[src/hdl/nvc_pkg.sv]
// Shared types, character constants and the sequencer program for the
// natural version compare block. No dependencies.
`default_nettype none

package nvc_pkg;

	// Default string capacity
	localparam int MAX_LEN_DEF = 64;

	// Command opcodes
	localparam logic [1:0] OP_APPEND_FIRST  = 2'd0;
	localparam logic [1:0] OP_APPEND_SECOND = 2'd1;
	localparam logic [1:0] OP_COMPARE       = 2'd2;

	// Characters the compare looks at
	localparam logic [7:0] CH_NUL  = 8'h00;
	localparam logic [7:0] CH_ZERO = 8'h30;
	localparam logic [7:0] CH_NINE = 8'h39;
	localparam logic [7:0] CH_A    = 8'h61;
	localparam logic [7:0] CH_N    = 8'h6e;
	localparam logic [7:0] CH_Y    = 8'h79;

	// Program counter
	localparam int PC_W = 5;
	typedef logic [PC_W-1:0] pc_t;

	// Program steps
	localparam pc_t PC_CHK_ANY    = 5'd0;
	localparam pc_t PC_FETCH_AB   = 5'd1;
	localparam pc_t PC_LATCH_AB   = 5'd2;
	localparam pc_t PC_TEST_DIG   = 5'd3;
	localparam pc_t PC_ZERO_A     = 5'd4;
	localparam pc_t PC_FETCH_A    = 5'd5;
	localparam pc_t PC_LATCH_A    = 5'd6;
	localparam pc_t PC_ZERO_B     = 5'd7;
	localparam pc_t PC_FETCH_B    = 5'd8;
	localparam pc_t PC_LATCH_B    = 5'd9;
	localparam pc_t PC_RUN_TEST   = 5'd10;
	localparam pc_t PC_RUN_FETCH  = 5'd11;
	localparam pc_t PC_RUN_LATCH  = 5'd12;
	localparam pc_t PC_RUN_LEN    = 5'd13;
	localparam pc_t PC_RUN_DIFF   = 5'd14;
	localparam pc_t PC_LOOP_TEST  = 5'd15;
	localparam pc_t PC_RES_SUB    = 5'd16;
	localparam pc_t PC_RES_SIGN   = 5'd17;
	localparam pc_t PC_RES_DIFF   = 5'd18;
	localparam pc_t PC_RES_ZERO   = 5'd19;
	localparam pc_t PC_LAST       = PC_RES_ZERO;

	// Jump conditions
	typedef logic [3:0] cond_t;
	localparam cond_t C_NONE        = 4'd0;
	localparam cond_t C_ALWAYS      = 4'd1;
	localparam cond_t C_ANY         = 4'd2;
	localparam cond_t C_NOT_BOTH    = 4'd3;
	localparam cond_t C_A_NOT_ZERO  = 4'd4;
	localparam cond_t C_B_NOT_ZERO  = 4'd5;
	localparam cond_t C_DIG_DIFFER  = 4'd6;
	localparam cond_t C_DIFF_NZ     = 4'd7;
	localparam cond_t C_CONTINUE    = 4'd8;

	// Result selection
	typedef logic [2:0] res_t;
	localparam res_t RES_NONE = 3'd0;
	localparam res_t RES_SUB  = 3'd1;
	localparam res_t RES_SIGN = 3'd2;
	localparam res_t RES_DIFF = 3'd3;
	localparam res_t RES_ZERO = 3'd4;

	// One control word
	typedef struct packed {
		cond_t cond;
		pc_t   target;
		logic  inc_i;
		logic  inc_j;
		logic  lat_a;
		logic  lat_b;
		logic  diff_upd;
		res_t  res_sel;
	} ctrl_word_t;

	// Status of one string store toward the sequencer
	typedef struct packed {
		logic [7:0] ch;
		logic       is_any;
		logic       full;
	} store_stat_t;

	function automatic logic is_digit(input logic [7:0] c);
		return c inside {[CH_ZERO:CH_NINE]};
	endfunction

	// Program ROM
	function automatic ctrl_word_t rom_word(input pc_t pc);
		ctrl_word_t w;
		w = '0;
		case (pc)
			PC_CHK_ANY: begin
				w.cond = C_ANY;
				w.target = PC_RES_ZERO;
			end
			PC_FETCH_AB: begin
				w.inc_i = 1'b1;
				w.inc_j = 1'b1;
			end
			PC_LATCH_AB: begin
				w.lat_a = 1'b1;
				w.lat_b = 1'b1;
			end
			PC_TEST_DIG: begin
				w.cond = C_NOT_BOTH;
				w.target = PC_LOOP_TEST;
			end
			PC_ZERO_A: begin
				w.cond = C_A_NOT_ZERO;
				w.target = PC_ZERO_B;
			end
			PC_FETCH_A: begin
				w.inc_i = 1'b1;
			end
			PC_LATCH_A: begin
				w.lat_a = 1'b1;
				w.cond = C_ALWAYS;
				w.target = PC_ZERO_A;
			end
			PC_ZERO_B: begin
				w.cond = C_B_NOT_ZERO;
				w.target = PC_RUN_TEST;
			end
			PC_FETCH_B: begin
				w.inc_j = 1'b1;
			end
			PC_LATCH_B: begin
				w.lat_b = 1'b1;
				w.cond = C_ALWAYS;
				w.target = PC_ZERO_B;
			end
			PC_RUN_TEST: begin
				w.cond = C_NOT_BOTH;
				w.target = PC_RUN_LEN;
			end
			PC_RUN_FETCH: begin
				w.diff_upd = 1'b1;
				w.inc_i = 1'b1;
				w.inc_j = 1'b1;
			end
			PC_RUN_LATCH: begin
				w.lat_a = 1'b1;
				w.lat_b = 1'b1;
				w.cond = C_ALWAYS;
				w.target = PC_RUN_TEST;
			end
			PC_RUN_LEN: begin
				w.cond = C_DIG_DIFFER;
				w.target = PC_RES_SIGN;
			end
			PC_RUN_DIFF: begin
				w.cond = C_DIFF_NZ;
				w.target = PC_RES_DIFF;
			end
			PC_LOOP_TEST: begin
				w.cond = C_CONTINUE;
				w.target = PC_FETCH_AB;
			end
			PC_RES_SUB:  w.res_sel = RES_SUB;
			PC_RES_SIGN: w.res_sel = RES_SIGN;
			PC_RES_DIFF: w.res_sel = RES_DIFF;
			PC_RES_ZERO: w.res_sel = RES_ZERO;
			default:     w.res_sel = RES_ZERO;
		endcase
		return w;
	endfunction

endpackage

`default_nettype wire

[src/hdl/nvc_store.sv]
// One string store: character memory, fill length, "any" tracker and a
// registered read port. Depends on nvc_pkg.
`default_nettype none

module nvc_store #(
	parameter int MAX_LEN = nvc_pkg::MAX_LEN_DEF,
	localparam int IW = $clog2(MAX_LEN + 2),
	localparam int LW = $clog2(MAX_LEN + 1),
	localparam int AW = $clog2(MAX_LEN)
) (
	input  wire logic              clk,
	input  wire logic              arst_n,
	input  wire logic              push,
	input  wire logic [7:0]        push_char,
	input  wire logic              clear,
	input  wire logic [IW-1:0]     rd_idx,
	output nvc_pkg::store_stat_t   stat
);

	logic [7:0]    mem [MAX_LEN];
	logic [LW-1:0] len_q;
	logic          any_q;
	logic [7:0]    rd_q;
	logic          hit_q;
	logic          full;
	logic          wr;

	assign full = (len_q == LW'(MAX_LEN));
	assign wr   = push && !full;

	// Write at the fill point, read at the walk index
	always_ff @(posedge clk) begin
		if (wr) begin
			mem[len_q[AW-1:0]] <= push_char;
		end
		rd_q <= mem[rd_idx[AW-1:0]];
	end

	// Track length, whether the read hit a held character, and "any"
	always_ff @(posedge clk or negedge arst_n) begin
		if (!arst_n) begin
			len_q <= '0;
			any_q <= 1'b0;
			hit_q <= 1'b0;
		end else begin
			hit_q <= (rd_idx < IW'(len_q));
			if (clear) begin
				len_q <= '0;
			end else if (wr) begin
				len_q <= len_q + LW'(1);
				if (len_q == LW'(0)) begin
					any_q <= (push_char == nvc_pkg::CH_A);
				end else if (len_q == LW'(1)) begin
					any_q <= any_q && (push_char == nvc_pkg::CH_N);
				end else if (len_q == LW'(2)) begin
					any_q <= any_q && (push_char == nvc_pkg::CH_Y);
				end
			end
		end
	end

	// Past the end reads as the terminator
	assign stat.ch     = hit_q ? rd_q : nvc_pkg::CH_NUL;
	assign stat.is_any = (len_q == LW'(3)) && any_q;
	assign stat.full   = full;

endmodule

`default_nettype wire

[src/hdl/natural_version_compare.sv]
// Top level of the natural version compare block: command channel, microcoded
// sequencer and result register. Depends on nvc_pkg and nvc_store.
//
// Append commands (opcode 0 and 1) take one character each and are accepted
// one per cycle while no compare is running; zero bytes are ignored and
// characters past MAX_LEN are dropped with the overflow flag set. A compare
// (opcode 2) stalls the command channel while a 20-step microprogram walks
// both stores through their single read ports, one step per cycle, the last
// step waiting while a result is still held in the result register. Each
// character pair is read by a fetch step and a latch step through the
// registered read ports and then tested; digit runs and skipped leading
// zeros on either side use their own fetch and latch steps. The compare
// then posts one result, clears both stores and releases the channel.
// Stores need no clearing pass after reset.
`default_nettype none

module natural_version_compare #(
	parameter int MAX_LEN = nvc_pkg::MAX_LEN_DEF,
	localparam int IW = $clog2(MAX_LEN + 2)
) (
	input  wire logic              clk,
	input  wire logic              arst_n,
	input  wire logic              cmd_valid,
	output logic                   cmd_stall,
	input  wire logic [1:0]        opcode,
	input  wire logic [7:0]        char_value,
	output logic                   res_valid,
	input  wire logic              res_stall,
	output logic signed [8:0]      order_value,
	output logic                   overflowed
);

	nvc_pkg::store_stat_t sa, sb;
	nvc_pkg::ctrl_word_t  cw;
	nvc_pkg::pc_t         pc_q;
	logic                 busy_q;
	logic [IW-1:0]        i_q, j_q;
	logic [7:0]           a_q, b_q;
	logic signed [4:0]    diff_q;
	logic                 trunc_q;
	logic                 res_valid_q;
	logic signed [8:0]    order_q;
	logic                 ovf_q;
	logic                 cmd_xfer;
	logic                 push_a, push_b;
	logic                 fin;
	logic                 jump;
	logic                 dig_a, dig_b;
	logic signed [8:0]    sub_ab;
	logic signed [8:0]    res_val;

	// Command transfer and appends
	assign cmd_stall = busy_q;
	assign cmd_xfer  = cmd_valid && !busy_q;
	assign push_a = cmd_xfer && (opcode == nvc_pkg::OP_APPEND_FIRST)
		&& (char_value != nvc_pkg::CH_NUL);
	assign push_b = cmd_xfer && (opcode == nvc_pkg::OP_APPEND_SECOND)
		&& (char_value != nvc_pkg::CH_NUL);

	nvc_store #(.MAX_LEN(MAX_LEN)) u_first (
		.clk       (clk),
		.arst_n    (arst_n),
		.push      (push_a),
		.push_char (char_value),
		.clear     (fin),
		.rd_idx    (i_q),
		.stat      (sa)
	);

	nvc_store #(.MAX_LEN(MAX_LEN)) u_second (
		.clk       (clk),
		.arst_n    (arst_n),
		.push      (push_b),
		.push_char (char_value),
		.clear     (fin),
		.rd_idx    (j_q),
		.stat      (sb)
	);

	// Decode the current step
	assign cw     = nvc_pkg::rom_word(pc_q);
	assign dig_a  = nvc_pkg::is_digit(a_q);
	assign dig_b  = nvc_pkg::is_digit(b_q);
	assign sub_ab = $signed({1'b0, a_q}) - $signed({1'b0, b_q});

	always_comb begin
		case (cw.cond)
			nvc_pkg::C_NONE:       jump = 1'b0;
			nvc_pkg::C_ALWAYS:     jump = 1'b1;
			nvc_pkg::C_ANY:        jump = sa.is_any || sb.is_any;
			nvc_pkg::C_NOT_BOTH:   jump = !(dig_a && dig_b);
			nvc_pkg::C_A_NOT_ZERO: jump = (a_q != nvc_pkg::CH_ZERO);
			nvc_pkg::C_B_NOT_ZERO: jump = (b_q != nvc_pkg::CH_ZERO);
			nvc_pkg::C_DIG_DIFFER: jump = (dig_a != dig_b);
			nvc_pkg::C_DIFF_NZ:    jump = (diff_q != 5'sd0);
			nvc_pkg::C_CONTINUE:   jump = (a_q != nvc_pkg::CH_NUL)
				&& (b_q != nvc_pkg::CH_NUL) && (a_q == b_q);
			default:               jump = 1'b0;
		endcase
	end

	// Pick the result value
	always_comb begin
		case (cw.res_sel)
			nvc_pkg::RES_SUB:  res_val = sub_ab;
			nvc_pkg::RES_SIGN: res_val = dig_a ? 9'sd1 : -9'sd1;
			nvc_pkg::RES_DIFF: res_val = 9'(diff_q);
			default:           res_val = 9'sd0;
		endcase
	end

	// Finish once the result register is free or draining
	assign fin = busy_q && (cw.res_sel != nvc_pkg::RES_NONE)
		&& (!res_valid_q || !res_stall);

	// Sequencer control
	always_ff @(posedge clk or negedge arst_n) begin
		if (!arst_n) begin
			busy_q  <= 1'b0;
			pc_q    <= nvc_pkg::PC_CHK_ANY;
			i_q     <= '0;
			j_q     <= '0;
			trunc_q <= 1'b0;
		end else begin
			if ((push_a && sa.full) || (push_b && sb.full)) begin
				trunc_q <= 1'b1;
			end
			if (!busy_q) begin
				if (cmd_xfer && (opcode == nvc_pkg::OP_COMPARE)) begin
					busy_q <= 1'b1;
					pc_q   <= nvc_pkg::PC_CHK_ANY;
					i_q    <= '0;
					j_q    <= '0;
				end
			end else if (cw.res_sel != nvc_pkg::RES_NONE) begin
				if (fin) begin
					busy_q  <= 1'b0;
					trunc_q <= 1'b0;
				end
			end else begin
				pc_q <= jump ? cw.target : pc_q + nvc_pkg::PC_W'(1);
				if (cw.inc_i) begin
					i_q <= i_q + IW'(1);
				end
				if (cw.inc_j) begin
					j_q <= j_q + IW'(1);
				end
			end
		end
	end

	// Datapath registers
	always_ff @(posedge clk) begin
		if (cmd_xfer && (opcode == nvc_pkg::OP_COMPARE)) begin
			diff_q <= 5'sd0;
		end else if (busy_q) begin
			if (cw.lat_a) begin
				a_q <= sa.ch;
			end
			if (cw.lat_b) begin
				b_q <= sb.ch;
			end
			if (cw.diff_upd && (diff_q == 5'sd0)) begin
				diff_q <= 5'(sub_ab);
			end
		end
	end

	// Result register: load on finish, drop on transfer
	always_ff @(posedge clk or negedge arst_n) begin
		if (!arst_n) begin
			res_valid_q <= 1'b0;
		end else if (fin) begin
			res_valid_q <= 1'b1;
		end else if (res_valid_q && !res_stall) begin
			res_valid_q <= 1'b0;
		end
	end

	always_ff @(posedge clk) begin
		if (fin) begin
			order_q <= res_val;
			ovf_q   <= trunc_q;
		end
	end

	assign res_valid   = res_valid_q;
	assign order_value = order_q;
	assign overflowed  = ovf_q;

	// Checks
	a_pc_bounded: assert property (@(posedge clk) disable iff (!arst_n)
		busy_q |-> (pc_q <= nvc_pkg::PC_LAST))
		else $error("sequencer stepped past the program");

	a_idx_bounded: assert property (@(posedge clk) disable iff (!arst_n)
		busy_q |-> ((i_q <= IW'(MAX_LEN + 1)) && (j_q <= IW'(MAX_LEN + 1))))
		else $error("walk index ran past the store end");

	a_res_from_seq: assert property (@(posedge clk) disable iff (!arst_n)
		$rose(res_valid_q) |-> $past(busy_q))
		else $error("result posted without a compare in progress");

	a_trunc_cleared: assert property (@(posedge clk) disable iff (!arst_n)
		fin |=> (!trunc_q && !busy_q))
		else $error("overflow flag or busy not cleared after compare");

endmodule

`default_nettype wire
[config.mk]
export PLATFORM = sky130hd
export DESIGN_NAME = natural_version_compare
export DESIGN_NICKNAME = d
export VERILOG_FILES = /design/src/hdl/nvc_pkg.sv /design/src/hdl/nvc_store.sv /design/src/hdl/natural_version_compare.sv
export SDC_FILE = /design/constraint.sdc
export NUM_CORES = 1
export LEC_CHECK = 0
export BUFFER_PORTS_ARGS = -buffer_cell sky130_fd_sc_hd__buf_2
export CORE_MARGIN = 3
export CORE_UTILIZATION = 59
export DETAILED_ROUTE_END_ITERATION = 8
export GPL_TIMING_DRIVEN = 1
export MAX_ROUTING_LAYER = met4
export PLACE_DENSITY = 0.75
export REMOVE_ABC_BUFFERS = 1
export SYNTH_ARGS = -nofsm -noshare
export SYNTH_HDL_FRONTEND = slang
export SYNTH_SLANG_ARGS = --single-unit
export TNS_END_PERCENT = 100
[constraint.sdc]
create_clock -name clk -period 3.2 [get_ports clk]
set_input_delay 0.16 -clock clk [delete_from_list [all_inputs] [get_ports clk]]
set_output_delay 0.16 -clock clk [all_outputs]
set_load 0.02 [all_outputs]
-- Yosys cells after proc, flatten, opt, wreduce, memory -nomap -nowiden
Memory sizes are Yosys's and may differ from the RTL's. A register that Yosys moved wholly into a read port is not among the register bits.
Index checks and enable logic that the tools add are counted.
- equality and inequality tests: 49
- order comparisons: 6
- multiplexer cells: 45
- reduce and logical (&&, ||, !) cells: 63
- add/subtract/negate cells: 6
- bitwise gates (word level): 2
- operators with widths (operator ; count):
    $pmux 9 s11 ; 1
    $mux 7 ; 11
    $eq 5x4->1 const B ; 8
    $add 7x1->7 const B ; 4
    $eq 7x2->1 const B ; 4
    $pmux 9 s3 ; 1
    $logic_and 1x1->1 ; 25
    $mux 1 ; 25
    $eq 8x7->1 const B ; 3
    $reduce_bool 8->1 ; 3
    $eq 5x3->1 const B ; 4
    $mux 5 ; 4
    $reduce_and 3->1 ; 6
    $eq 4x3->1 const B ; 4
    $ge 8x6->1 const B ; 2
    $le 8x6->1 const B ; 2
    $ne 8x6->1 const B ; 2
    $reduce_or 16->1 ; 1
    $eq 5x5->1 const B ; 3
    $eq 7x1->1 const B ; 2
    $eq 7x7->1 const B ; 2
    $logic_not 7->1 ; 2
    $lt 7x7->1 ; 2
    $pmux 3 s4 ; 1
    other kinds (26) ; 49
- input bits: 14
- bits in writable memories: 1024
- register bits: 71
- output and inout port bits: 12
- memories kept: 2
- memory list (memory ; words ; width ; rd ports ; clocked after Yosys merged registers in ; wr ports ; RTL line ; text):
    u_first.mem ; 64 ; 8 ; 1 ; 1 ; 1 ; nvc_store.sv:20 ; logic [7:0] mem [MAX_LEN];
    u_second.mem ; 64 ; 8 ; 1 ; 1 ; 1 ; nvc_store.sv:20 ;

-- Longest topological paths before layout
Gate-level depths: netlist of run 1.
- depth after elaboration: 10
- gate-level depth with buffers: 11
- mapped depth without buffers: 11

-- Cells and area by module
From an unflattened synthesis of run 1, not the netlist that was laid out.
- cells, all modules: 2316
- area total of the unflattened synthesis: 44627.8 um^2
- modules (own cells, without submodules) (module ; area an instance (um^2) ; instances ; cells an instance):
    nvc_store at u_first ; 20738.6 ; 1 ; 990
    nvc_store at u_second ; 20647.3 ; 1 ; 982
    natural_version_compare ; 3241.9 ; 1 ; 344

-- Least setup slack after synthesis of run 1
OpenSTA, ideal clock, no wires.
- kind: reg2reg
- start: register busy_q (netlist: cmd_stall)
- end: memory u_first.mem[19][0], enable pin
- clock period less this slack: 2728 ps
- cell stages (with the launch flop): 7
- arrival: 2358 ps
- slack: 472 ps
- cell sequence: dfrtp_1 > nand2b_1 > a311o_1 > or3_1 > nor2_1 > nand3_1 > nor2_1
- longest elaborated chain between the ends: 7
- RTL lines (what ; RTL line ; text):
    from (decl) ; natural_version_compare.sv:36 ; logic busy_q;
    from (signal assigned) ; natural_version_compare.sv:119 ; busy_q <= 1'b0;
    from (signal assigned) ; natural_version_compare.sv:130 ; busy_q <= 1'b1;
    from (signal assigned) ; natural_version_compare.sv:137 ; busy_q <= 1'b0;
    $logic_not 1->1 ; n/a ;
    $logic_and 1x1->1 ; natural_version_compare.sv:54 ; assign cmd_xfer = cmd_valid && !busy_q;
    $logic_and 1x1->1 ; natural_version_compare.sv:55 ; assign push_a = cmd_xfer && (opcode == nvc_pkg::OP_APPEND_FIRST)
    $logic_and 1x1->1 ; natural_version_compare.sv:56 ; && (char_value != nvc_pkg::CH_NUL);
    $logic_and 1x1->1 ; nvc_store.sv:29 ; assign wr = push && !full;
    $mux 1 ; nvc_store.sv:33 ; if (wr) begin
    $mux 1 (not written as such) ; nvc_store.sv:34 ; mem[len_q[AW-1:0]] <= push_char;
    to (decl) ; nvc_store.sv:20 ;
No other way between the ends.

-- Worst setup path after layout of run 1
- start: register busy_q (netlist: cmd_stall)
- end: memory u_first.mem[34][5], enable pin
Same word-level chain as after synthesis.

==> flow_metrics.tcl, run 1 <==
set metrics [dict create \
    slew_viol_final 0 \
    cp_max_fo 8 \
    place_congestion 0.9134 \
    fin_tns_setup_ns 0 \
    design_area_mm2 0.05019 \
    fin_nets 2372 \
    synthCells 2120 \
    hold_viol 0 \
    drt_iter0_markers 3352 \
    areaGrowthSynthToFinish_pct 13.31 \
    h-tree-depth 3 \
    vias 22440 \
    worst_pin_slew_ns 1.083 \
    synth_mux_area_frac 0.1727 \
    critPathKind "flip-flop to flip-flop" \
    fin_skew_ns 0.02255 \
    worstPathRequired_ns 3.56 \
    synth-simple-area-share 0.03599 \
    routedWlPerCell_um 30.35 \
    synthesis.area_mm2 0.04429 \
    synth_top_family_by_area "multiplexers" \
    dr.pass1.iters 8 \
    final_core_util 0.6809 \
    grt_max_degree 130 \
    synthTopCellsByArea "edfxtp_1, mux4_2, dfrtp_1, nor2_1, ha_1" \
    synth_warnings 0 \
    p_seq_frac 0.454 \
    drc_errors 0 \
    dieWidth_um 280.0 \
    synth_flop_cell "edfxtp_1" \
    swShare 0.2640 \
    grt_pass1_vias 22590 \
    path_clk_slew_ns 0.06 \
    hold_class "input port to flip-flop" \
    finalCritPeriodShare 0.9421 \
    layout_commonest_cell "edfxtp_1" \
    cts_setup_buffers 0 \
    maxCapViolations 0 \
    ys_ff_latch 1111 \
    rsz0062_at_grt "true" \
    irDropWorstVdd_uv 530.8 \
    synth_top_area_cell "edfxtp_1" \
    globalRouteOverflowTotal 0 \
    comb_power_share 0.209 \
    netlist.area_leader.share 0.7119 \
    numCtsBuffers 107 \
    post-route-min-period_ns 3.015 \
    insertion_delay_ns 0.67 \
    synth-xor-area-share 0.004944 \
    slew_headroom 0.2781 \
    clkPwrFrac 0.336 \
    clock-sinks 1111 \
    final_cell_mix "edfxtp_1, mux4_2, nor2_1" \
    rows 99 \
    dieArea_mm2 0.07839 \
    yosys.area_share.adder 0.01062 \
    clock-root-buffer "clkbuf_16" \
    grt_pass1_wl_um 153300 \
    syn_avg_cell_area_um2 20.89 \
    p_leak_nw 15.92 \
    antenna_found_initial 2 \
    synth.distinct_cells 61 \
    start_kind "flip-flop" \
    power_density_mw_per_mm2 738.4 \
    globalRouteTotalUtil 0.2767 \
    cts_tree "yes" \
    arrival_ns 3.38 \
    initial_utilization 0.6010 \
    status "completed" \
    io_buffers 25 \
    die_y_um 280.0 \
    synth_compound_area_frac 0.01647 \
    internal_power_mw 27.27 \
    synth-async-reset-ratio 0.03600 \
    power_mw 37.06 \
    synth_edf_count 1050 \
    drtAntennaViolNets 0 \
    cp-end-kind "flip-flop" \
    synth_seq_area_share 0.7440 \
    hpwl_um 62670 \
    drt_wl_total_um 102300 \
    core_area_mm2 0.07370 \
    p_sw_mw 9.784 \
    io_pins 26 \
    vias_per_cell 6.656 \
    drive_gt1_frac 0.2920 \
    setup_violations 0 \
    place_area_mm2 0.04662 \
    clk_path_buf_depth 3 \
    fmax_mhz 331.7 \
]
## worst max-delay path: stages, from the launching register on
cell and delay [ns]:
dfrtp_1 0.37, nand2b_1 0.19, a311o_1 0.42, or3_1 0.46, nor2_1 0.29, nand2_1 0.48, nor2_1 0.31, buf_4 0.18
## cells in the mapped netlist (all sizes together), types with 14 or more instances
| master | number |
|---|---|
| edfxtp | 1050 |
| mux4 | 336 |
| nor2 | 186 |
| buf | 53 |
| nand2 | 50 |
| clkbuf | 47 |
| dfrtp | 40 |
| inv | 38 |
| ha | 36 |
| nand3 | 30 |
| o21ai | 24 |
| a21oi | 23 |
| dfxtp | 21 |
| nor3 | 20 |
| and2 | 17 |
| a21o | 14 |
## worst paths after layout
path | endpoint | start | cells past startpoint | slack [ns]
min in group asynchronous | i_q[3] | arst_n | 2 | 0.20
max | u_first.mem[34][5] | cmd_stall | 7 | 0.19
min | trunc_q | opcode[0] | 4 | 0.04
min reg2reg | diff_q[2] | diff_q[2] | 2 | 0.53
max in group asynchronous | j_q[1] | arst_n | 2 | 2.26
max reg2reg | u_first.mem[34][5] | cmd_stall | 7 | 0.19
## kinds of logic (layout without fill, tap and decap cells)
group	count (synthesis)	after routing
xor+xnor	25	25
fa+ha+maj	37	37
compound gates	107	107
simple gates	356	356
flops	1111	1111
buf+inv	140	431
mux	344	344
other cells	0	1
## power groups by stage
stage,Combinational (mW),Clock (mW),Sequential (mW)
after CTS,7.77,12.6,16.8
after floorplan,4.69,0,17.6
after global placement,7.53,0,17.1
after global routing,8.20,13.2,16.9
after detailed placement,7.69,0,17.1
final,7.76,12.5,16.8
## routing by layer
layer  GRT usage  share of wire  vias to the layer above
li1            -              -                     9158
met1      0.3955           0.39                    11750
met2      0.4199           0.49                     1352
met3     0.05242           0.10                      184
met4     0.07570          0.027                        0
met5           -              0                        -
## per-stage QoR
stage	cells	worst slack, ns	hold slack, ns
2_1_floorplan	2020	-3.510	-0.1356
3_3_place_gp	3167	0.2849	0.3648
3_5_place_dp	3167	0.2300	0.3811
4_1_cts	3370	0.1902	0.0002680
5_1_grt	3371	-0.02332	0.1007
6_report	3371	0.1854	0.03976
## state kept, by name, indices dropped and copies added, names as in the netlist, 7 cells and up
register	cells
u_first.mem	512
b_q	8
i_q	7
j_q	7
u_first.len_q	7
u_second.rd_q	8
a_q	8
order_value	9
u_second.mem	512
u_first.rd_q	8
u_second.len_q	7
## final cells by class
type                       instances  area (um^2)
tap                              959         1200
timing repair buffer             192         1672
multi-input combinational        869        10700
sequential                      1111        32970
antenna                            1        2.502
fill                            4283        23520
clock inverter                    66        715.7
inverter                          40        150.1
clock buffer                     133         2775
## what timing repair did
item / in CTS / in global routing
endpoints found under the hold margin: 44 / 0
hold buffers: 4 / 0
endpoints found under the setup margin: 0 / 102
resized for setup: 0 / 12
Power figures use the tool's default switching activity.
==> run 2, diff against run 1 <==
Settings changed: PLACE_DENSITY 0.75 to 0.74.
==> flow_metrics.tcl, run 2 (synthesis results as in run 1) <==
set metrics [dict create \
    status "completed" \
    drtAntennaViolNets 0 \
    fmax_mhz 326.7 \
    globalRouteOverflowTotal 0 \
    multi_input_area_mm2 0.01068 \
    worst_pin_slew_ns 1.175 \
    crit_top_cell "nand2_1" \
    internal_power_mw 27.21 \
    hold_ws_ns 0.03370 \
    slowest_stage "nor2_1" \
    place_congestion 0.8799 \
    globalRouteTotalUtil 0.2616 \
    r2r-end "u_second.mem[49][3]" \
    maxCapViolations 0 \
    hpwl_um 60410 \
    power_density_mw_per_mm2 743.4 \
    vias_per_cell 6.594 \
    fin_skew_ns 0.03198 \
    vias 21650 \
    setup_violations 0 \
    dieArea_mm2 0.07839 \
    worstPathCellList "inv_1 > ha_1 > nand2_1 > or3_1 > nand2_1 > nor3_1 > buf_4 > nand2_1 > nor2_1" \
    hold_class "input port to flip-flop" \
    cp-end-kind "flip-flop" \
    p_sw_mw 9.607 \
    seq_area_mm2 0.03297 \
    fin_tns_setup_ns 0 \
    min_from "char_value[6]" \
    slew_headroom 0.2169 \
    fin_nets 2288 \
    drt_iter0_markers 2713 \
    drive_gt1_frac 0.2659 \
    rows 99 \
    io_buffers 25 \
    crit_buf_inv 2 \
    cts_tree "yes" \
    r2r_slack_ns 0.14 \
    irDropWorstVdd_uv 484.5 \
    finalCritPeriodShare 0.9566 \
    core_area_mm2 0.07370 \
    rr_worst_depth 9 \
    r2r_start "u_second.len_q[0]" \
    layout_commonest_cell "edfxtp_1" \
    clock-root-buffer "clkbuf_16" \
    swShare 0.2609 \
    areaGrowthSynthToFinish_pct 11.81 \
    slowest_delay_ns 0.80 \
    clk_path_buf_depth 3 \
    antenna_found_initial 4 \
    grt_pass1_vias 21850 \
    final_cell_mix "edfxtp_1, mux4_2, nor2_1" \
    path_clk_slew_ns 0.07 \
    start_kind "flip-flop" \
    grt_pass1_wl_um 145300 \
    p_leak_nw 15.47 \
    cp_max_fo 9 \
    dieWidth_um 280.0 \
    p_seq_frac 0.456 \
    critPathKind "flip-flop to flip-flop" \
    grt_max_degree 109 \
    drc_errors 0 \
    die_y_um 280.0 \
    crit_family "simple AND/OR/NAND/NOR gates" \
    worstPathRequired_ns 3.48 \
    n_fill_cell 4428 \
    cts_setup_buffers 0 \
    arrival_ns 3.34 \
    dr.pass1.iters 6 \
    slew_viol_final 0 \
    numCtsBuffers 106 \
    insertion_delay_ns 0.67 \
    initial_utilization 0.6010 \
    drt_wl_total_um 96830 \
    hold_viol 0 \
    clkPwrFrac 0.337 \
    routedWlPerCell_um 29.49 \
    clock-sinks 1111 \
    rsz0062_at_grt "false" \
    min_to "trunc_q" \
    whs_path_depth 5 \
    io_pins 26 \
    h-tree-depth 3 \
    comb_power_share 0.207 \
    post-route-min-period_ns 3.061 \
]
[run 2: changes by cell type in the layout (fill, tap and decap cells not counted), moves of 3 or more]
| cell | delta |
|---|---|
| clkinv_2 | -3 |
| clkbuf_8 | +12 |
| bufinv_16 | -3 |
| inv_6 | -5 |
| nor2_1 | +6 |
| clkbuf_1 | -7 |
| buf_4 | -83 |
| nor2_2 | -6 |
[run 2: layer usage]
metal	routed length, um	share of wire	track usage
met5	0	0	-
met4	2053	0.021	0.06417
met3	8747	0.090	0.05051
met2	47650	0.49	0.4008
met1	38380	0.40	0.3734
[run 2: layout make-up]
cell class	instances	share of cell area
antenna	1	0.00005053
clock buffer	138	0.05884
clock inverter	57	0.01144
inverter	40	0.003032
multi-input combinational	869	0.2157
sequential	1111	0.6657
tap	959	0.02423
timing repair buffer	109	0.02097
[run 2: how the worst max path moves through the flow]
stage,startpoint,endpoint,slack (ns),cells past startpoint
after detailed placement,char_value[2],u_first.mem[60][7],0.07,7
after floorplan,j_q[0],u_second.rd_q[0],-3.51,3
final,u_second.len_q[0],u_second.mem[49][3],0.14,9
after global routing,u_second.len_q[0],u_second.mem[0][7],0.007,9
after global placement,char_value[2],u_first.mem[57][1],0.06,9
after CTS,cmd_stall,u_first.mem[60][4],0.09,6
[run 2: what timing repair did]
action	4_1_cts	5_1_grt
hold buffers	5	0
resized for setup	0	5
setup endpoints to repair	0	40
hold endpoints to repair	45	0
[run 2: per-stage QoR]
step           setup slack [ns]  utilization  power [mW]  std cells  instance area (um^2)
2_1_floorplan            -3.510            -       22.29       2020                 43760
3_3_place_gp            0.06203       0.6238       24.49       3083                 45980
3_5_place_dp            0.07022       0.6238       24.67       3083                 45980
5_1_grt                0.007153       0.6719       38.07       3284                 49520
4_1_cts                 0.09267       0.6717       37.00       3283                 49510
6_report                 0.1388       0.6719       36.82       3284                 49520
[run 2: power by group through the flow]
stage	logic (mW)	registers, mW	clock network, mW
final	7.61	16.8	12.4
after global routing	8.09	16.8	13.1
after CTS	7.63	16.8	12.6
after detailed placement	7.56	17.1	0
after global placement	7.41	17.1	0
after floorplan	4.69	17.6	0
[run 2: tightest hold or removal path: cells and delay by family]
family	cells	cell delay [ns]
AO/OA/AOI/OAI	2	0.24
buffers and inverters	2	0.20
AND/OR/NAND/NOR	1	0.05
